--- config.mk ---
export PLATFORM = sky130hd
export DESIGN_NAME = ensemble_brier_score
export DESIGN_NICKNAME = d
export VERILOG_FILES = /design/src/rtl/ebs_pkg.sv /design/src/rtl/ebs_ctrl.sv /design/src/rtl/ebs_datapath.sv /design/src/rtl/ensemble_brier_score.sv
export SDC_FILE = /design/constraint.sdc
export NUM_CORES = 2
export LEC_CHECK = 0
export ABC_CLOCK_PERIOD_IN_PS = 12900
export CAP_MARGIN = 20
export CORE_MARGIN = 4
export CORE_UTILIZATION = 50
export DETAILED_ROUTE_END_ITERATION = 7
export DONT_BUFFER_PORTS = 1
export HOLD_SLACK_MARGIN = 0.02
export PLACE_DENSITY = 0.64
export SYNTH_ARGS = -nofsm -noshare
export SYNTH_HDL_FRONTEND = slang
export SYNTH_HIERARCHICAL = 1
export SYNTH_SLANG_ARGS = --single-unit
export TNS_END_PERCENT = 30
--- constraint.sdc ---
create_clock -name i_clk -period 12.9 [get_ports i_clk]
set_input_delay 1.29 -clock i_clk [delete_from_list [all_inputs] [get_ports i_clk]]
set_output_delay 1.29 -clock i_clk [all_outputs]
set_load 0.05 [all_outputs]
--- src/rtl/ebs_pkg.sv ---
package ebs_pkg;

    // Sizing
    localparam int MAX_MEMBERS = 256;
    localparam int CNT_W       = $clog2(MAX_MEMBERS + 1);
    localparam int DATA_W      = 32;
    localparam int SPAN_W      = 32;

    // Gringorten plotting position scaled by 100: (100k - 44) / (100n + 12)
    localparam int GRING_SCALE = 100;
    localparam int GRING_NUM   = 56;   // 100 - 44, offset of the exceedance numerator
    localparam int GRING_DEN   = 12;
    localparam int COEF_W      = $clog2(GRING_SCALE * MAX_MEMBERS + GRING_NUM + 1);
    localparam int PROD_W      = COEF_W + SPAN_W;
    localparam int OFFS_W      = SPAN_W + $clog2(GRING_SCALE + 1);

    // Result formats
    localparam int Q_W         = 16;
    localparam int SCORE_W     = Q_W + 1;
    localparam int SQ_W        = 2 * SCORE_W;
    localparam int STATUS_W    = 2;
    localparam int DIV_STEPS   = Q_W;
    localparam int STEP_W      = $clog2(DIV_STEPS);

    localparam logic [SCORE_W-1:0] PROB_ONE = SCORE_W'(1 << Q_W);

    // Status codes
    localparam logic [STATUS_W-1:0] ST_VALID       = 2'd0;
    localparam logic [STATUS_W-1:0] ST_ALL_MISSING = 2'd1;
    localparam logic [STATUS_W-1:0] ST_TOO_FEW     = 2'd2;

    // Probability source
    localparam logic [1:0] PM_CALC = 2'd0;
    localparam logic [1:0] PM_ONE  = 2'd1;
    localparam logic [1:0] PM_ZERO = 2'd2;

    typedef struct packed {
        logic acc_en;
        logic prep;
        logic mul;
        logic sub;
        logic div_step;
        logic rnd;
        logic sq;
        logic load_out;
    } t_cmd;

    typedef struct packed {
        logic out_free;
    } t_stat;

endpackage

--- src/rtl/ebs_ctrl.sv ---
module ebs_ctrl (
    input  logic           i_clk,
    input  logic           i_rst_n,
    input  logic           i_in_valid,
    input  logic           i_in_last,
    output logic           o_in_ready,
    input  ebs_pkg::t_stat i_stat,
    output ebs_pkg::t_cmd  o_cmd
);
    import ebs_pkg::*;

    localparam logic [2:0] S_ACC  = 3'd0;
    localparam logic [2:0] S_PREP = 3'd1;
    localparam logic [2:0] S_MUL  = 3'd2;
    localparam logic [2:0] S_SUB  = 3'd3;
    localparam logic [2:0] S_DIV  = 3'd4;
    localparam logic [2:0] S_RND  = 3'd5;
    localparam logic [2:0] S_SQ   = 3'd6;
    localparam logic [2:0] S_OUT  = 3'd7;

    logic [2:0]        r_state, n_state;
    logic [STEP_W-1:0] r_step, n_step;
    logic              accept;

    assign o_in_ready = (r_state == S_ACC);
    assign accept     = i_in_valid && o_in_ready;

    always_comb begin
        o_cmd   = '0;
        n_state = r_state;
        n_step  = r_step;
        case (r_state)
            S_ACC: begin
                o_cmd.acc_en = accept;
                if (accept && i_in_last) begin
                    n_state = S_PREP;
                end
            end
            S_PREP: begin
                o_cmd.prep = 1'b1;
                n_state    = S_MUL;
            end
            S_MUL: begin
                o_cmd.mul = 1'b1;
                n_state   = S_SUB;
            end
            S_SUB: begin
                o_cmd.sub = 1'b1;
                n_step    = '0;
                n_state   = S_DIV;
            end
            S_DIV: begin
                o_cmd.div_step = 1'b1;
                if (r_step == STEP_W'(DIV_STEPS - 1)) begin
                    n_step  = '0;
                    n_state = S_RND;
                end else begin
                    n_step = r_step + STEP_W'(1);
                end
            end
            S_RND: begin
                o_cmd.rnd = 1'b1;
                n_state   = S_SQ;
            end
            S_SQ: begin
                o_cmd.sq = 1'b1;
                n_state  = S_OUT;
            end
            S_OUT: begin
                // hold until the output register can take the result
                if (i_stat.out_free) begin
                    o_cmd.load_out = 1'b1;
                    n_state        = S_ACC;
                end
            end
            default: begin
                n_state = S_ACC;
            end
        endcase
    end

    always_ff @(posedge i_clk) begin
        if (!i_rst_n) begin
            r_state <= S_ACC;
            r_step  <= '0;
        end else begin
            r_state <= n_state;
            r_step  <= n_step;
        end
    end

`ifndef SYNTH
    a_last_stops_input: assert property (@(posedge i_clk) disable iff (!i_rst_n)
        (accept && i_in_last) |=> !o_in_ready)
        else $error("input still ready after the last member");

    a_load_needs_room: assert property (@(posedge i_clk) disable iff (!i_rst_n)
        o_cmd.load_out |-> i_stat.out_free)
        else $error("result loaded over an untaken result");

    a_div_length: assert property (@(posedge i_clk) disable iff (!i_rst_n)
        (r_state == S_DIV && r_step == STEP_W'(DIV_STEPS - 1)) |=> (r_state == S_RND))
        else $error("division did not end after its last step");

    a_load_resumes: assert property (@(posedge i_clk) disable iff (!i_rst_n)
        o_cmd.load_out |=> (o_in_ready && !o_cmd.load_out))
        else $error("input not reopened after result load");
`endif

endmodule

--- src/rtl/ebs_datapath.sv ---
module ebs_datapath (
    input  logic                              i_clk,
    input  logic                              i_rst_n,
    input  logic                              i_cfg_wen,
    input  logic signed [ebs_pkg::DATA_W-1:0] i_cfg_wdata,
    input  logic signed [ebs_pkg::DATA_W-1:0] i_sample,
    input  logic                              i_missing,
    input  logic signed [ebs_pkg::DATA_W-1:0] i_observed,
    input  ebs_pkg::t_cmd                     i_cmd,
    output ebs_pkg::t_stat                    o_stat,
    output logic                              o_out_valid,
    input  logic                              i_out_ready,
    output logic [ebs_pkg::SCORE_W-1:0]       o_score,
    output logic [ebs_pkg::STATUS_W-1:0]      o_status
);
    import ebs_pkg::*;

    // accumulated ensemble summary
    logic signed [DATA_W-1:0] r_threshold;
    logic [CNT_W-1:0]         r_n, r_k;
    logic signed [DATA_W-1:0] r_lo, r_hi;
    logic                     r_obs_hit;

    // computation
    logic [1:0]          r_mode;
    logic [STATUS_W-1:0] r_status;
    logic [COEF_W-1:0]   r_coef_a, r_coef_b;
    logic [SPAN_W-1:0]   r_span, r_offs;
    logic [PROD_W-1:0]   r_prod_a, r_prod_b;
    logic [OFFS_W-1:0]   r_prod_o;
    logic [PROD_W-1:0]   r_rem, r_den;
    logic [Q_W-1:0]      r_quo;
    logic [SCORE_W-1:0]  r_prob;
    logic [SQ_W-1:0]     r_sq;

    // output register
    logic                r_out_valid;
    logic [SCORE_W-1:0]  r_out_score;
    logic [STATUS_W-1:0] r_out_status;

    logic                     take;
    logic                     le_t;
    logic [CNT_W-1:0]         n_minus_k;
    logic [COEF_W-1:0]        coef_base;
    logic signed [DATA_W:0]   span_full, offs_full;
    logic [PROD_W:0]          rem_shift, den_ext;
    logic [SCORE_W-1:0]       mag;
    logic [SQ_W:0]            sq_round;

    assign take      = i_cmd.acc_en && !i_missing && (r_n < CNT_W'(MAX_MEMBERS));
    assign le_t      = (i_sample <= r_threshold);
    assign n_minus_k = r_n - r_k;
    assign coef_base = COEF_W'(n_minus_k) * COEF_W'(GRING_SCALE) + COEF_W'(GRING_NUM);
    assign span_full = {r_hi[DATA_W-1], r_hi} - {r_lo[DATA_W-1], r_lo};
    assign offs_full = {r_threshold[DATA_W-1], r_threshold} - {r_lo[DATA_W-1], r_lo};
    assign rem_shift = {r_rem, 1'b0};
    assign den_ext   = {1'b0, r_den};
    assign mag       = r_obs_hit ? (PROB_ONE - r_prob) : r_prob;
    assign sq_round  = {1'b0, r_sq} + (SQ_W + 1)'(1 << (Q_W - 1));

    always_ff @(posedge i_clk) begin
        if (!i_rst_n) begin
            r_threshold <= '0;
        end else if (i_cfg_wen) begin
            r_threshold <= i_cfg_wdata;
        end
    end

    // member classification; clear once the result is handed off
    always_ff @(posedge i_clk) begin
        if (!i_rst_n || i_cmd.load_out) begin
            r_n  <= '0;
            r_k  <= '0;
            r_lo <= {1'b1, {(DATA_W-1){1'b0}}};
            r_hi <= {1'b0, {(DATA_W-1){1'b1}}};
        end else if (take) begin
            r_n <= r_n + CNT_W'(1);
            if (le_t) begin
                r_k <= r_k + CNT_W'(1);
                if (i_sample > r_lo) begin
                    r_lo <= i_sample;
                end
            end else if (i_sample < r_hi) begin
                r_hi <= i_sample;
            end
        end
    end

    always_ff @(posedge i_clk) begin
        if (i_cmd.acc_en) begin
            r_obs_hit <= (i_observed >= r_threshold);
        end
    end

    // pick the interpolation case and its coefficients
    always_ff @(posedge i_clk) begin
        if (i_cmd.prep) begin
            if (r_n == '0) begin
                r_status <= ST_ALL_MISSING;
            end else if (r_n <= CNT_W'(2)) begin
                r_status <= ST_TOO_FEW;
            end else begin
                r_status <= ST_VALID;
            end
            r_coef_b <= COEF_W'(r_n) * COEF_W'(GRING_SCALE) + COEF_W'(GRING_DEN);
            if (r_k == '0) begin
                r_mode   <= PM_ONE;
                r_coef_a <= coef_base;
                r_span   <= SPAN_W'(1);
                r_offs   <= '0;
            end else if (r_k >= r_n) begin
                r_mode   <= (r_threshold > r_lo) ? PM_ZERO : PM_CALC;
                r_coef_a <= coef_base;
                r_span   <= SPAN_W'(1);
                r_offs   <= '0;
            end else if (r_threshold <= r_lo) begin
                r_mode   <= PM_CALC;
                r_coef_a <= coef_base;
                r_span   <= SPAN_W'(1);
                r_offs   <= '0;
            end else if (r_threshold >= r_hi) begin
                r_mode   <= PM_CALC;
                r_coef_a <= coef_base - COEF_W'(GRING_SCALE);
                r_span   <= SPAN_W'(1);
                r_offs   <= '0;
            end else begin
                r_mode   <= PM_CALC;
                r_coef_a <= coef_base;
                r_span   <= span_full[SPAN_W-1:0];
                r_offs   <= offs_full[SPAN_W-1:0];
            end
        end
    end

    always_ff @(posedge i_clk) begin
        if (i_cmd.mul) begin
            r_prod_a <= PROD_W'(r_coef_a) * PROD_W'(r_span);
            r_prod_b <= PROD_W'(r_coef_b) * PROD_W'(r_span);
            r_prod_o <= OFFS_W'(r_offs) * OFFS_W'(GRING_SCALE);
        end
    end

    // restoring division, one quotient bit per step
    always_ff @(posedge i_clk) begin
        if (i_cmd.sub) begin
            r_rem <= r_prod_a - PROD_W'(r_prod_o);
            r_den <= r_prod_b;
            r_quo <= '0;
        end else if (i_cmd.div_step) begin
            if (rem_shift >= den_ext) begin
                r_rem <= PROD_W'(rem_shift - den_ext);
                r_quo <= {r_quo[Q_W-2:0], 1'b1};
            end else begin
                r_rem <= PROD_W'(rem_shift);
                r_quo <= {r_quo[Q_W-2:0], 1'b0};
            end
        end
    end

    always_ff @(posedge i_clk) begin
        if (i_cmd.rnd) begin
            case (r_mode)
                PM_ONE:  r_prob <= PROB_ONE;
                PM_ZERO: r_prob <= '0;
                default: r_prob <= {1'b0, r_quo} + SCORE_W'(rem_shift >= den_ext);
            endcase
        end
    end

    always_ff @(posedge i_clk) begin
        if (i_cmd.sq) begin
            r_sq <= SQ_W'(mag) * SQ_W'(mag);
        end
    end

    always_ff @(posedge i_clk) begin
        if (!i_rst_n) begin
            r_out_valid <= 1'b0;
        end else if (i_cmd.load_out) begin
            r_out_valid <= 1'b1;
        end else if (i_out_ready) begin
            r_out_valid <= 1'b0;
        end
    end

    always_ff @(posedge i_clk) begin
        if (i_cmd.load_out) begin
            r_out_status <= r_status;
            r_out_score  <= (r_status == ST_VALID) ? sq_round[Q_W+SCORE_W-1:Q_W] : '0;
        end
    end

    assign o_stat.out_free = !r_out_valid || i_out_ready;
    assign o_out_valid     = r_out_valid;
    assign o_score         = r_out_score;
    assign o_status        = r_out_status;

endmodule

--- src/rtl/ensemble_brier_score.sv ---
// Ensemble Brier score with Gringorten plotting positions.
// Slave stream: one ensemble member per transfer. tdata carries sample (low 32 bits)
// and observed (high 32 bits), tuser flags a missing member, tlast closes the
// ensemble; observed is only used on the tlast transfer.
// Master stream: one result per ensemble. tdata carries the 17-bit Q1.16 score,
// tuser the status (0 valid, 1 all members missing, 2 two or fewer members).
// Configuration: i_cfg_wen writes the Q16.16 threshold; write it between
// ensembles or at least before the tlast transfer of the one it applies to.
// Throughput: members transfer one per cycle while s_axis_tready is high. After the
// tlast transfer s_axis_tready drops while the closing pipeline runs (setup,
// multiply, a 16-step restoring divider, round, square), and the result then
// enters the output register.
// A result waiting in the output register does not block the next ensemble's
// members; if a second ensemble closes before the receiver takes the first result,
// the block holds its result and keeps tready low until the output frees up.
// Reset (synchronous, active low) clears the threshold to 0, empties the output
// register and starts a fresh ensemble.
module ensemble_brier_score (
    input  logic        i_clk,
    input  logic        i_rst_n,
    input  logic        i_cfg_wen,
    input  logic [31:0] i_cfg_wdata,
    input  logic        s_axis_tvalid,
    output logic        s_axis_tready,
    input  logic [63:0] s_axis_tdata,   // [31:0] sample, [63:32] observed
    input  logic        s_axis_tuser,   // [0] missing
    input  logic        s_axis_tlast,
    output logic        m_axis_tvalid,
    input  logic        m_axis_tready,
    output logic [23:0] m_axis_tdata,   // [16:0] score, [23:17] zero
    output logic [1:0]  m_axis_tuser    // [1:0] status
);
    import ebs_pkg::*;

    t_cmd                 cmd;
    t_stat                stat;
    logic [SCORE_W-1:0]   score;
    logic [STATUS_W-1:0]  status;

    // sequencing: accept members, then step the closing pipeline
    ebs_ctrl u_ctrl (
        .i_clk      (i_clk),
        .i_rst_n    (i_rst_n),
        .i_in_valid (s_axis_tvalid),
        .i_in_last  (s_axis_tlast),
        .o_in_ready (s_axis_tready),
        .i_stat     (stat),
        .o_cmd      (cmd)
    );

    // running summary, probability arithmetic and output register
    ebs_datapath u_datapath (
        .i_clk       (i_clk),
        .i_rst_n     (i_rst_n),
        .i_cfg_wen   (i_cfg_wen),
        .i_cfg_wdata (i_cfg_wdata),
        .i_sample    (s_axis_tdata[31:0]),
        .i_missing   (s_axis_tuser),
        .i_observed  (s_axis_tdata[63:32]),
        .i_cmd       (cmd),
        .o_stat      (stat),
        .o_out_valid (m_axis_tvalid),
        .i_out_ready (m_axis_tready),
        .o_score     (score),
        .o_status    (status)
    );

    assign m_axis_tdata = {(24 - SCORE_W)'(0), score};
    assign m_axis_tuser = status;

endmodule
==> results.py <==
metrics = {
    "status": {
        "status": "finished clean",
    },
    "clock_tree": {
        "holdBufCountCts": 0,
        "clkLatencyLatePin_ps": 660,
        "clock-sinks": 504,
        "cts_resized": 0,
        "post_cts_buffers": 0,
        "cts_max_level": 2,
        "clk_pin_slew_ps": 60,
        "clock_path_buffers": 3,
        "cts_root_buf": "clkbuf_16",
        "cts_tree": "built",
        "cts_buffers": 58,
    },
    "cells_and_area": {
        "syn2layout_area_growth_pct": 5.41,
        "multi_input_area_mm2": 0.0496,
        "nNetsFinal": 9130,
        "ff_latch_area_mm2": 0.0138,
        "diodes": 0,
        "drive_above_1_share": 0.0332,
        "n_fill_cell": 12526,
    },
    "yosys": {
        "synth_area_per_cell_um2": 9.35,
        "synth_compound_area_frac": 0.107,
        "syn-cell-area_mm2": 0.0692,
        "synth_edf_count": 366,
        "synth_top_family_by_area": "adder cells",
        "synthAdderAreaFrac": 0.412,
        "netlist_instances": 7403,
        "yosys_warnings": 6,
        "yosys_register_bits": 504,
        "async_flop_share": 0,
        "synth_xor_area_frac": 0.0482,
        "ys_seq_area_frac": 0.199,
        "synth.distinct_cells": 105,
        "synth_mux_area_frac": 0.00937,
        "ys.flop_type": "edfxtp_1",
        "synth_simple_gate_area_frac": 0.139,
    },
    "worst_setup_path": {
        "cp.depth": 27,
        "worstSetupStartpointType": "flop",
        "worstSetupPathType": "reg -> reg",
        "crit_required_ps": 13310,
        "crit_path_max_incr_delay_ps": 720,
        "worst_path_dominant_cell_family": "adder cells",
        "worstRegToRegCells": 27,
        "crit_fanout": 10,
        "end_kind": "flop",
        "cp_num_buf_inv": 4,
        "crit_path_frequent_cell": "fa_1",
        "cp.arrival_ps": 9280,
        "crit_path_top_delay_cell": "xor2_1",
    },
    "grt": {
        "antenna_found_initial": 3,
        "grt_pass1_wl_mm": 284,
        "grt_pass1_vias": 52744,
        "grt.total_usage": 0.243,
        "grt_overflow": 0,
        "grt_max_degree": 78,
    },
    "floorplanning": {
        "dieArea_mm2": 0.144,
        "rows": 136,
        "fp.dieH_um": 380,
        "die_x_um": 380,
        "boundaryPins": 131,
        "core_area_mm2": 0.137,
        "initial_core_util": 0.503,
    },
    "routing": {
        "drc_errors": 0,
        "wl_met1_mm": 77.4,
        "dr.pass1.iters": 5,
        "wl_per_cell_um": 19.0,
        "vias": 50531,
        "drtIter0Drc": 3053,
        "viasPerCell": 5.54,
        "wl_met2_mm": 80.6,
        "drt_wl_total_mm": 174,
        "dr_wl_met3_mm": 10.6,
        "topRoutingLayerUsed": "met5",
        "ant_nets": 0,
    },
    "sta": {
        "fin_crit_ps": 8880,
        "slew_headroom": 0.211,
        "rsz0062_at_grt": "no",
        "setup_viol": 0,
        "tightest_slew_ps": 1180,
        "slew_viol_final": 0,
        "skew_ps": 44.1,
        "finalCritPeriodShare": 0.688,
        "fin_setup_tns_ps": 0,
        "fmax_mhz": 113,
        "hold_viol": 0,
    },
    "placed_design": {
        "routabilityCongestion": 0.936,
        "port_buffers": 0,
        "dp_hpwl_mm": 138,
    },
    "flow_run": {
        "maxCapViolCount": 0,
    },
    "worst_hold_path": {
        "min_delay_path_depth": 0,
        "min_path_type": "reg -> reg",
    },
}
[flip-flops by register name, summed over array words and instances (netlist names), 37 cells and up]
register / flops
u_datapath/r_prod_b: 45
u_datapath/r_den: 45
u_datapath/r_rem: 45
u_datapath/r_prod_o: 37
u_datapath/r_prod_a: 45
[cells in the mapped netlist, drive strengths merged (18+ instances only)]
cell type     n  area [um^2]
a31oi        60          390
and3         36          231
a21oi       331         1680
nand2b       39          244
o31ai        44          363
o21a         46          345
fa          888        17800
o21bai       45          338
edfxtp      366        11000
and2        333         2090
o21ai       188          941
nor3         94          487
nor4         20          131
o211ai       28          210
nand4        72          450
xnor2       249         2190
nand2       794         2980
ha          859        10700
nor2b        78          490
buf          28          160
or3          18          113
xor2        131         1150
mux2i        61          614
a21o        197         1480
a211oi       56          448
inv        1283         4820
dfxtp       138         2760
nor2        368         1390
nand3       116          581
clkbuf      237          890
or2          18          115
[worst register-to-register path, cell delays in order, from the launching register on]
cell	delay (ps)
edfxtp_1	440
nor4_1	600
nand2_1	200
o21ai_0	290
xor2_1	720
clkinv_1	500
nand2_1	220
fa_1	450
fa_1	540
fa_1	550
inv_1	60
fa_1	490
fa_1	490
inv_1	50
fa_1	480
inv_1	50
ha_1	310
a21oi_1	180
nand3_1	110
nor3_1	160
a211oi_1	160
a311o_1	470
a221o_1	390
and2_1	220
nor3_1	130
o21bai_1	120
a21oi_1	180
xnor2_1	80
[stage by stage]
stage          setup slack (ps)  hold WS (ps)  instance area [um^2]  utilization  std cells
6_report                   4020           397                 72900        0.530       9122
5_1_grt                    3330           415                 72900        0.530       9122
4_1_cts                    4010           404                 72900        0.530       9122
3_5_place_dp               4040           405                 71000        0.516       9014
3_3_place_gp               4280           401                 71000        0.516       9014
2_1_floorplan              5030           400                 69200            -       7409
[worst paths after layout]
path                           startpoint  slack [ps]                   end
setup / recovery     u_datapath/r_prob[2]        4020   u_datapath/r_sq[26]
hold reg to reg   u_datapath/r_prod_b[15]         400  u_datapath/r_den[15]
setup reg to reg     u_datapath/r_prob[2]        4020   u_datapath/r_sq[26]
hold / removal    u_datapath/r_prod_b[15]         400  u_datapath/r_den[15]
[placed cells by master (no fill, tap or decap), types with 11 or more instances in the layout]
cell	netlist	final
ha_1	859	859
nor2_1	366	366
clkinv_1	7	11
and2_1	331	331
o21ai_1	18	18
mux2i_1	60	60
a211oi_1	52	52
clkbuf_16	0	58
xnor2_1	248	248
nand2_1	793	792
xor2_1	131	131
a21boi_0	11	11
nand2b_1	39	39
buf_4	7	76
a31oi_1	59	59
nand4_1	72	72
o21bai_1	45	45
o21ai_0	170	170
o31ai_1	41	41
nor2b_1	77	76
o21a_1	46	46
nor3_1	92	92
or3_1	18	18
nor4_1	19	19
o211ai_1	28	28
and3_1	34	33
inv_1	1281	1281
a21o_1	197	197
dfxtp_1	138	138
fa_1	888	888
edfxtp_1	366	366
a21oi_1	327	327
or2_2	15	16
nand3_1	116	116
[metal layers]
metal | global-route usage | vias to the layer above
met5 | 0 | -
met4 | 0.0659 | 6
met3 | 0.0392 | 250
met2 | 0.404 | 1313
met1 | 0.330 | 25103
li1 | - | 23859
[kinds of logic (layout without fill, tap and decap cells)]
kind of cell | after synthesis | count (layout)
other | 1 | 7
buffers and inverters | 1555 | 1474
AND/OR/NAND/NOR | 2023 | 2023
AO/OA/AOI/OAI | 1129 | 1129
multiplexers | 64 | 64
XOR/XNOR | 380 | 380
adder cells (fa/ha/maj) | 1747 | 1747
flip-flops | 504 | 504
[final cells by class]
cell class	instances	area share
Multi-Input combinational cell	5350	0.680
Sequential cell	504	0.189
Inverter	1290	0.0664
Tap cell	1794	0.0308
Clock buffer	72	0.0214
Timing Repair Buffer	76	0.00782
Clock inverter	36	0.00499
Power is not shown: default switching activity piles up to over one toggle a cycle in this logic, so the estimate is an artifact.
